<file path="src/sv/smlma_pkg.sv">
// ----------------------------------------------------------------------------
// smlma_pkg
// Shared types and codes for the sign-magnitude multi-limb accumulator.
// ----------------------------------------------------------------------------
package smlma_pkg;

  localparam int FRAC_PORT_W    = 36;
  localparam int LIMB_W         = 20;
  localparam int OP_LIMB_FIELDS = 4;

  typedef logic [1:0] cmd_t;
  localparam cmd_t CMD_LOAD = 2'd0;
  localparam cmd_t CMD_ADD  = 2'd1;
  localparam cmd_t CMD_SUB  = 2'd2;

  typedef logic [1:0] lane_mode_t;
  localparam lane_mode_t LM_ADD    = 2'd0;
  localparam lane_mode_t LM_SUB_AB = 2'd1;
  localparam lane_mode_t LM_SUB_BA = 2'd2;

  typedef struct packed {
    logic add_g;
    logic add_p;
    logic lt;
    logic eq;
  } lane_flags_t;

  typedef struct packed {
    lane_mode_t mode;
    logic       overflow;
  } merge_ctrl_t;

  typedef struct packed {
    logic                                     negative;
    logic [FRAC_PORT_W-1:0]                   fraction;
    logic [OP_LIMB_FIELDS-1:0][LIMB_W-1:0]    limb;
    logic                                     overflow;
  } result_t;

endpackage

</file>
<file path="src/sv/smlma_lane.sv">
// ----------------------------------------------------------------------------
// smlma_lane
// One digit lane: carry and borrow flags, and the digit for a given carry in.
// ----------------------------------------------------------------------------
module smlma_lane #(
  parameter int          W     = 20,
  parameter logic [63:0] RADIX = 64'd1000000
) (
  input  logic [W-1:0]            a,
  input  logic [W-1:0]            b,
  input  smlma_pkg::lane_mode_t   mode,
  input  logic                    cin,
  output smlma_pkg::lane_flags_t  flags,
  output logic [W-1:0]            digit
);
  import smlma_pkg::*;

  localparam logic [W:0] RAD = (W+1)'(RADIX);

  logic [W:0] a_x;
  logic [W:0] b_x;
  logic [W:0] ab;
  logic [W:0] s;
  logic [W:0] x;
  logic [W:0] y;
  logic [W:0] t;

  assign a_x = {1'b0, a};
  assign b_x = {1'b0, b};
  assign ab  = a_x + b_x;

  assign flags.add_g = (ab >= RAD);
  assign flags.add_p = (ab == (RAD - (W+1)'(1)));
  assign flags.lt    = (a < b);
  assign flags.eq    = (a == b);

  always_comb begin
    s = ab + (W+1)'(cin);
    if (mode == LM_SUB_BA) begin
      x = b_x;
      y = a_x;
    end else begin
      x = a_x;
      y = b_x;
    end
    t = y + (W+1)'(cin);
    case (mode)
      LM_ADD:  digit = (s >= RAD) ? W'(s - RAD) : W'(s);
      default: digit = (x >= t) ? W'(x - t) : W'(x + RAD - t);
    endcase
  end

endmodule

</file>
<file path="src/sv/smlma_merge.sv">
// ----------------------------------------------------------------------------
// smlma_merge
// Resolve carry and borrow chains across lanes and pick the operation.
// ----------------------------------------------------------------------------
module smlma_merge #(
  parameter int DIGITS = 5
) (
  input  smlma_pkg::lane_flags_t [DIGITS-1:0] flags,
  input  logic                                do_add,
  output logic [DIGITS-1:0]                   cin,
  output smlma_pkg::merge_ctrl_t              ctrl
);
  import smlma_pkg::*;

  logic [DIGITS:0] c_add;
  logic [DIGITS:0] b_ab;
  logic [DIGITS:0] b_ba;

  always_comb begin
    c_add[0] = 1'b0;
    b_ab[0]  = 1'b0;
    b_ba[0]  = 1'b0;
    for (int i = 0; i < DIGITS; i++) begin
      c_add[i+1] = flags[i].add_g | (flags[i].add_p & c_add[i]);
      b_ab[i+1]  = flags[i].lt | (flags[i].eq & b_ab[i]);
      b_ba[i+1]  = (~flags[i].lt & ~flags[i].eq) | (flags[i].eq & b_ba[i]);
    end
    ctrl.overflow = do_add & c_add[DIGITS];
    if (do_add) begin
      ctrl.mode = LM_ADD;
    end else if (b_ab[DIGITS]) begin
      ctrl.mode = LM_SUB_BA;
    end else begin
      ctrl.mode = LM_SUB_AB;
    end
    case (ctrl.mode)
      LM_ADD:    cin = c_add[DIGITS-1:0];
      LM_SUB_BA: cin = b_ba[DIGITS-1:0];
      default:   cin = b_ab[DIGITS-1:0];
    endcase
  end

endmodule

</file>
<file path="src/sv/sign_magnitude_multilimb_accumulator.sv">
// ----------------------------------------------------------------------------
// sign_magnitude_multilimb_accumulator
// Sign-magnitude accumulator over a fixed-point fraction and integer limbs.
// ----------------------------------------------------------------------------
// Input beats carry a command (load, add, subtract) and a signed operand made
// of a fraction digit and four integer limbs. Each accepted beat updates the
// accumulator and yields exactly one result beat holding the new value and
// an overflow flag. Out-of-range operand digits saturate to the largest
// legal digit; an unused command leaves the value unchanged.
// One lane per digit works out flags and the digit in parallel; a merging
// stage resolves the carry or borrow chain and the magnitude compare, so an
// item completes in the cycle it is accepted.
// Each result beat leaves the block from a registered output stage.
// Throughput: one beat per cycle while in_stall is low; the carry chain
// across the digit lanes sets the cycle time.
// Reset clears the accumulator to positive zero and empties the output.
// When the receiver stalls, one further result is parked in a skid register
// and in_stall rises until the output drains.
// ----------------------------------------------------------------------------
module sign_magnitude_multilimb_accumulator #(
  parameter int unsigned LIMB_BASE     = 1000000,
  parameter int unsigned LIMB_COUNT    = 4,
  parameter int unsigned FRACTION_BITS = 16
) (
  input  logic                                clk,
  input  logic                                rst_n,
  input  logic                                in_valid,
  output logic                                in_stall,
  input  logic [1:0]                          in_cmd,
  input  logic                                in_op_negative,
  input  logic [smlma_pkg::FRAC_PORT_W-1:0]   in_op_fraction,
  input  logic [smlma_pkg::LIMB_W-1:0]        in_op_limb0,
  input  logic [smlma_pkg::LIMB_W-1:0]        in_op_limb1,
  input  logic [smlma_pkg::LIMB_W-1:0]        in_op_limb2,
  input  logic [smlma_pkg::LIMB_W-1:0]        in_op_limb3,
  output logic                                out_valid,
  input  logic                                out_stall,
  output logic                                out_result_negative,
  output logic [smlma_pkg::FRAC_PORT_W-1:0]   out_result_fraction,
  output logic [smlma_pkg::LIMB_W-1:0]        out_result_limb0,
  output logic [smlma_pkg::LIMB_W-1:0]        out_result_limb1,
  output logic [smlma_pkg::LIMB_W-1:0]        out_result_limb2,
  output logic [smlma_pkg::LIMB_W-1:0]        out_result_limb3,
  output logic                                out_overflow
);
  import smlma_pkg::*;

  localparam int          DIGITS     = int'(LIMB_COUNT) + 1;
  localparam logic [63:0] FRAC_RADIX = 64'(LIMB_BASE) << FRACTION_BITS;
  localparam int          FRAC_NEED  = $clog2(FRAC_RADIX);
  localparam int          DW0        = (FRAC_NEED > FRAC_PORT_W) ? FRAC_NEED : FRAC_PORT_W;
  localparam logic [DW0-1:0]    FRAC_MAX = DW0'(FRAC_RADIX - 64'd1);
  localparam logic [LIMB_W-1:0] LIMB_MAX = LIMB_W'(LIMB_BASE - 1);

  logic                                  acc_sign_r;
  logic [DW0-1:0]                        acc_frac_r;
  logic [LIMB_COUNT-1:0][LIMB_W-1:0]     acc_limb_r;

  logic                                  acc_sign_nxt;
  logic [DW0-1:0]                        acc_frac_nxt;
  logic [LIMB_COUNT-1:0][LIMB_W-1:0]     acc_limb_nxt;

  logic [OP_LIMB_FIELDS-1:0][LIMB_W-1:0] op_limb_in;
  logic [DW0-1:0]                        op_frac;
  logic [LIMB_COUNT-1:0][LIMB_W-1:0]     op_limb;

  lane_flags_t [DIGITS-1:0]              flags;
  logic [DIGITS-1:0]                     cin;
  merge_ctrl_t                           ctrl;
  logic [DW0-1:0]                        lane_frac;
  logic [LIMB_COUNT-1:0][LIMB_W-1:0]     lane_limb;

  logic                                  in_accept;
  logic                                  eff_neg;
  logic                                  do_add;
  logic                                  is_arith;
  logic                                  sign_pre;
  logic                                  mag_zero;
  result_t                               new_res;

  logic                                  out_valid_r;
  result_t                               out_r;
  logic                                  skid_full_r;
  result_t                               skid_r;

  assign op_limb_in = {in_op_limb3, in_op_limb2, in_op_limb1, in_op_limb0};
  assign op_frac    = (DW0'(in_op_fraction) > FRAC_MAX) ? FRAC_MAX : DW0'(in_op_fraction);

  assign in_accept = in_valid & ~in_stall;
  assign in_stall  = skid_full_r;
  assign is_arith  = (in_cmd == CMD_ADD) | (in_cmd == CMD_SUB);
  assign eff_neg   = in_op_negative ^ (in_cmd == CMD_SUB);
  assign do_add    = (eff_neg == acc_sign_r);

  smlma_lane #(
    .W     (DW0),
    .RADIX (FRAC_RADIX)
  ) u_lane_frac (
    .a     (acc_frac_r),
    .b     (op_frac),
    .mode  (ctrl.mode),
    .cin   (cin[0]),
    .flags (flags[0]),
    .digit (lane_frac)
  );

  for (genvar i = 0; i < LIMB_COUNT; i++) begin : g_limb
    if (i < OP_LIMB_FIELDS) begin : g_field
      assign op_limb[i] = (op_limb_in[i] > LIMB_MAX) ? LIMB_MAX : op_limb_in[i];
    end else begin : g_nofield
      assign op_limb[i] = '0;
    end

    smlma_lane #(
      .W     (LIMB_W),
      .RADIX (64'(LIMB_BASE))
    ) u_lane (
      .a     (acc_limb_r[i]),
      .b     (op_limb[i]),
      .mode  (ctrl.mode),
      .cin   (cin[i+1]),
      .flags (flags[i+1]),
      .digit (lane_limb[i])
    );
  end

  smlma_merge #(
    .DIGITS (DIGITS)
  ) u_merge (
    .flags  (flags),
    .do_add (do_add),
    .cin    (cin),
    .ctrl   (ctrl)
  );

  always_comb begin
    case (in_cmd)
      CMD_LOAD: begin
        acc_frac_nxt = op_frac;
        acc_limb_nxt = op_limb;
        sign_pre     = in_op_negative;
      end
      CMD_ADD, CMD_SUB: begin
        acc_frac_nxt = lane_frac;
        acc_limb_nxt = lane_limb;
        sign_pre     = (ctrl.mode == LM_SUB_BA) ? eff_neg : acc_sign_r;
      end
      default: begin
        acc_frac_nxt = acc_frac_r;
        acc_limb_nxt = acc_limb_r;
        sign_pre     = acc_sign_r;
      end
    endcase
    mag_zero     = ~(|acc_frac_nxt) & ~(|acc_limb_nxt);
    acc_sign_nxt = sign_pre & ~mag_zero;

    new_res.negative = acc_sign_nxt;
    new_res.fraction = acc_frac_nxt[FRAC_PORT_W-1:0];
    new_res.overflow = is_arith & ctrl.overflow;
    for (int j = 0; j < OP_LIMB_FIELDS; j++) begin
      new_res.limb[j] = (j < int'(LIMB_COUNT)) ? acc_limb_nxt[j] : '0;
    end
  end

  always_ff @(posedge clk) begin
    if (!rst_n) begin
      acc_sign_r <= 1'b0;
      acc_frac_r <= '0;
      acc_limb_r <= '0;
    end else if (in_accept) begin
      acc_sign_r <= acc_sign_nxt;
      acc_frac_r <= acc_frac_nxt;
      acc_limb_r <= acc_limb_nxt;
    end
  end

  always_ff @(posedge clk) begin
    if (!rst_n) begin
      out_valid_r <= 1'b0;
      skid_full_r <= 1'b0;
    end else if (!out_valid_r || !out_stall) begin
      if (skid_full_r) begin
        out_valid_r <= 1'b1;
        skid_full_r <= 1'b0;
      end else begin
        out_valid_r <= in_accept;
      end
    end else if (in_accept) begin
      skid_full_r <= 1'b1;
    end
  end

  always_ff @(posedge clk) begin
    if (!out_valid_r || !out_stall) begin
      if (skid_full_r) begin
        out_r <= skid_r;
      end else if (in_accept) begin
        out_r <= new_res;
      end
    end else if (in_accept) begin
      skid_r <= new_res;
    end
  end

  assign out_valid           = out_valid_r;
  assign out_result_negative = out_r.negative;
  assign out_result_fraction = out_r.fraction;
  assign out_result_limb0    = out_r.limb[0];
  assign out_result_limb1    = out_r.limb[1];
  assign out_result_limb2    = out_r.limb[2];
  assign out_result_limb3    = out_r.limb[3];
  assign out_overflow        = out_r.overflow;

  a_skid_needs_out: assert property (@(posedge clk) disable iff (!rst_n)
    skid_full_r |-> out_valid_r)
    else $error("skid register full while output register empty");

  a_zero_positive: assert property (@(posedge clk) disable iff (!rst_n)
    (acc_frac_r == '0 && acc_limb_r == '0) |-> !acc_sign_r)
    else $error("zero accumulator carries a negative sign");

  a_frac_in_range: assert property (@(posedge clk) disable iff (!rst_n)
    acc_frac_r <= FRAC_MAX)
    else $error("fraction digit at or above its radix");

  a_ovf_add_only: assert property (@(posedge clk) disable iff (!rst_n)
    (in_accept && new_res.overflow) |-> (ctrl.mode == LM_ADD && is_arith))
    else $error("overflow raised outside a magnitude add");

  a_out_follows: assert property (@(posedge clk) disable iff (!rst_n)
    (in_accept && !skid_full_r && (!out_valid_r || !out_stall)) |=> out_valid_r)
    else $error("accepted beat did not reach the output register");

endmodule

</file>
<file path="config.mk">
export PLATFORM = sky130hd
export DESIGN_NAME = sign_magnitude_multilimb_accumulator
export DESIGN_NICKNAME = d
export VERILOG_FILES = /design/src/sv/smlma_pkg.sv /design/src/sv/smlma_lane.sv /design/src/sv/smlma_merge.sv /design/src/sv/sign_magnitude_multilimb_accumulator.sv
export SDC_FILE = /design/constraint.sdc
export NUM_CORES = 2
export LEC_CHECK = 0
export BUFFER_PORTS_ARGS = -buffer_cell sky130_fd_sc_hd__buf_2
export CAP_MARGIN = 30
export CORE_MARGIN = 3
export CORE_UTILIZATION = 43
export DETAILED_ROUTE_END_ITERATION = 8
export PLACE_DENSITY_LB_ADDON = 0.08
export SLEW_MARGIN = 20
export SYNTH_ARGS = -nofsm -noshare
export SYNTH_HDL_FRONTEND = slang
export SYNTH_HIERARCHICAL = 1
export SYNTH_SLANG_ARGS = --single-unit
</file>
<file path="constraint.sdc">
create_clock -name clk -period 13.6 [get_ports clk]
set_input_delay 1.36 -clock clk [delete_from_list [all_inputs] [get_ports clk]]
set_output_delay 1.36 -clock clk [all_outputs]
set_load 0.02 [all_outputs]
</file>
==> impl_metrics.toml <==
[drt]
ant_nets = 0
dr.first_iter.drc_count = 6422
vias = 55710
first_pass_iters = 7
wl_per_cell_um = 24.44
drc = 0
drt-total-wl_mm = 225.2
viasPerCell = 6.046

[run_status]
status = "finished clean"

[floorplan]
die_h_um = 359.2
core_area_sq_um = 122800
io_pins = 243
row_count = 128
die-area_sq_um = 129000
dieWidth_um = 359.2
start_util_pct = 43.66

[layout]
layout.nets = 8279
ff_latch_area_sq_um = 9473
post-route-util_pct = 49.59
multiInputGateArea_sq_um = 40760
antenna_cells = 0
fillers = 12200
area_delta_synth_final_pct = 13.57
drive_gt1_share_pct = 15.14

[place]
port_buffers = 242
hpwl_mm = 181.1
gp_routability_congestion = 0.9901

[power_and_ir_drop]
p_leak_uw = 0.02566
ir_drop_v = 0.00009829
powerDensity_nw_per_um2 = 193.1
p_total_uw = 11760

[min_path]
min_path_type = "reg -> reg"
holdPathStages = 2

[sta]
grt_setup_unrepaired = "false"
finalCriticalPeriod_ps = 12990
finalCritPeriodShare_pct = 95.48
slew_violations = 0
clock_skew_ps = 54.69
timing.hold.ws_ps = 506.5
finalSetupViolCount = 0
relSlewSlack_pct = 31.72
fmax_mhz = 77.01
worst_pin_slew_ps = 1013
hold_violations = 0

[critical_path]
rr_worst_depth = 47
worst-path-stages = 59
required_ps = 13980
crit_arrival_ps = 13370
crit_buf_inv = 12
cp-end-kind = "register"
critical_path.startpoint_type = "input port"
crit_family = "simple AND/OR/NAND/NOR gates"
cpMostUsedCell = "buf_4"
crit_type = "in -> reg"
critPathMaxStageDelay_ps = 630
critPathMaxFanout = 13
cp_slowest_cell = "or4b_1"

[logic_synthesis]
yosys_warnings = 6
synth_cells = 7155
syn_avg_cell_area_sq_um = 7.496
mappedNetlistArea_sq_um = 53640
synth_fp_nets = 7886

[global_routing]
track_usage_pct = 33.33
antenna_found_initial = 10
grt_overflow = 0
grt_pass1_wl_mm = 331.6
grt_max_degree = 81
grt_pass1_vias = 50730

[cts]
worstSkewPairLatency_ps = 680
h-tree-depth = 2
root_buffer = "clkbuf_16"
cts.sinks = 355
cts_made_buffers = 49
clkTransAtPathRegs_ps = 60
clock_path_buffers = 3
cts_tree = "done"
holdBufCountCts = 0

[flow_run]
maxCapViolCount = 0
-- per-stage QoR --
stage	cells	cell area, sq um	TNS (ps)	worst slack (ps)
after floorplan	7155	53640	0	542.4
after global placement	9113	58930	-2005	-709.5
after detailed placement	9116	58950	-2370	-831.3
after CTS	9208	60650	0	32.21
after global routing	9214	60910	0	5.683
final	9214	60910	0	614.8
-- where the power goes --
group	switching [uW]	internal (uW)
clock network	602	801
registers	177	1380
logic	5380	3420
total	6160	5610
-- layout by cell type (no fill, tap or decap), types with 30 or more instances in the layout --
master / n
a211oi_1: 78
nor2_1: 633
nor2b_1: 121
edfxtp_1: 236
a31oi_1: 100
a221o_1: 35
a21oi_1: 444
inv_1: 629
xor2_1: 194
dfxtp_1: 118
and3_1: 64
a21o_1: 71
nor3_1: 175
nand2b_1: 100
nor3b_1: 63
fa_1: 91
nand4_1: 83
nor4_1: 74
o21ai_0: 481
o211ai_1: 79
or3_1: 58
o31ai_1: 60
buf_2: 245
nand2_1: 719
mux2_2: 98
buf_4: 422
and2_1: 80
clkbuf_16: 52
or2_2: 80
o21bai_1: 74
a22oi_1: 42
a21boi_0: 52
o211a_1: 38
or4_1: 30
ha_1: 509
xnor2_1: 281
o21a_1: 47
nand3_1: 213
-- registers in the layout (all words and copies together), names as in the netlist, 20 cells and up --
register             cells
out_result_limb0        20
acc_frac_r              36
out_result_fraction     36
out_result_limb1        20
out_result_limb2        20
skid_r                 118
out_result_limb3        20
acc_limb_r              80
-- worst paths after layout --
| path | start | to | slack, ps |
|---|---|---|---|
| worst max-delay path | in_op_fraction[23] | out_result_negative | 610 |
| worst max register to register | acc_frac_r[6] | out_result_negative | 1990 |
| worst min-delay path | acc_sign_r | acc_sign_r | 510 |
| worst min register to register | acc_sign_r | acc_sign_r | 510 |
-- cell type report --
type | instances | share of cell area (%)
tap | 1625 | 3.338
sequential | 355 | 15.55
inverter | 634 | 3.907
clock inverter | 34 | 0.5998
clock buffer | 58 | 2.173
multi-input combinational | 5831 | 66.92
timing repair buffer | 677 | 7.512
-- worst reg2reg max path: cells and delay by family (launching register included) --
kind,cells,cell delay [ps]
flip-flops,1,600
buffers and inverters,6,840
adder cells (fa/ha/maj),6,1780
multiplexers,2,600
AO/OA/AOI/OAI,21,3870
AND/OR/NAND/NOR,12,3600
-- layer usage --
| metal | routed length (um) | GRT usage, % |
|---|---|---|
| met1 | 105100 | 49.90 |
| met2 | 93180 | 49.15 |
| met3 | 19060 | 4.561 |
| met4 | 7753 | 10.08 |
| met5 | 57 | 0 |
-- what timing repair did --
item                                    CTS  global route
buffers inserted                          0             2
pin swaps                                 0             3
endpoints found under the setup margin    3             3
gates resized for setup                   2            52
Power figures use the tool's default switching activity.
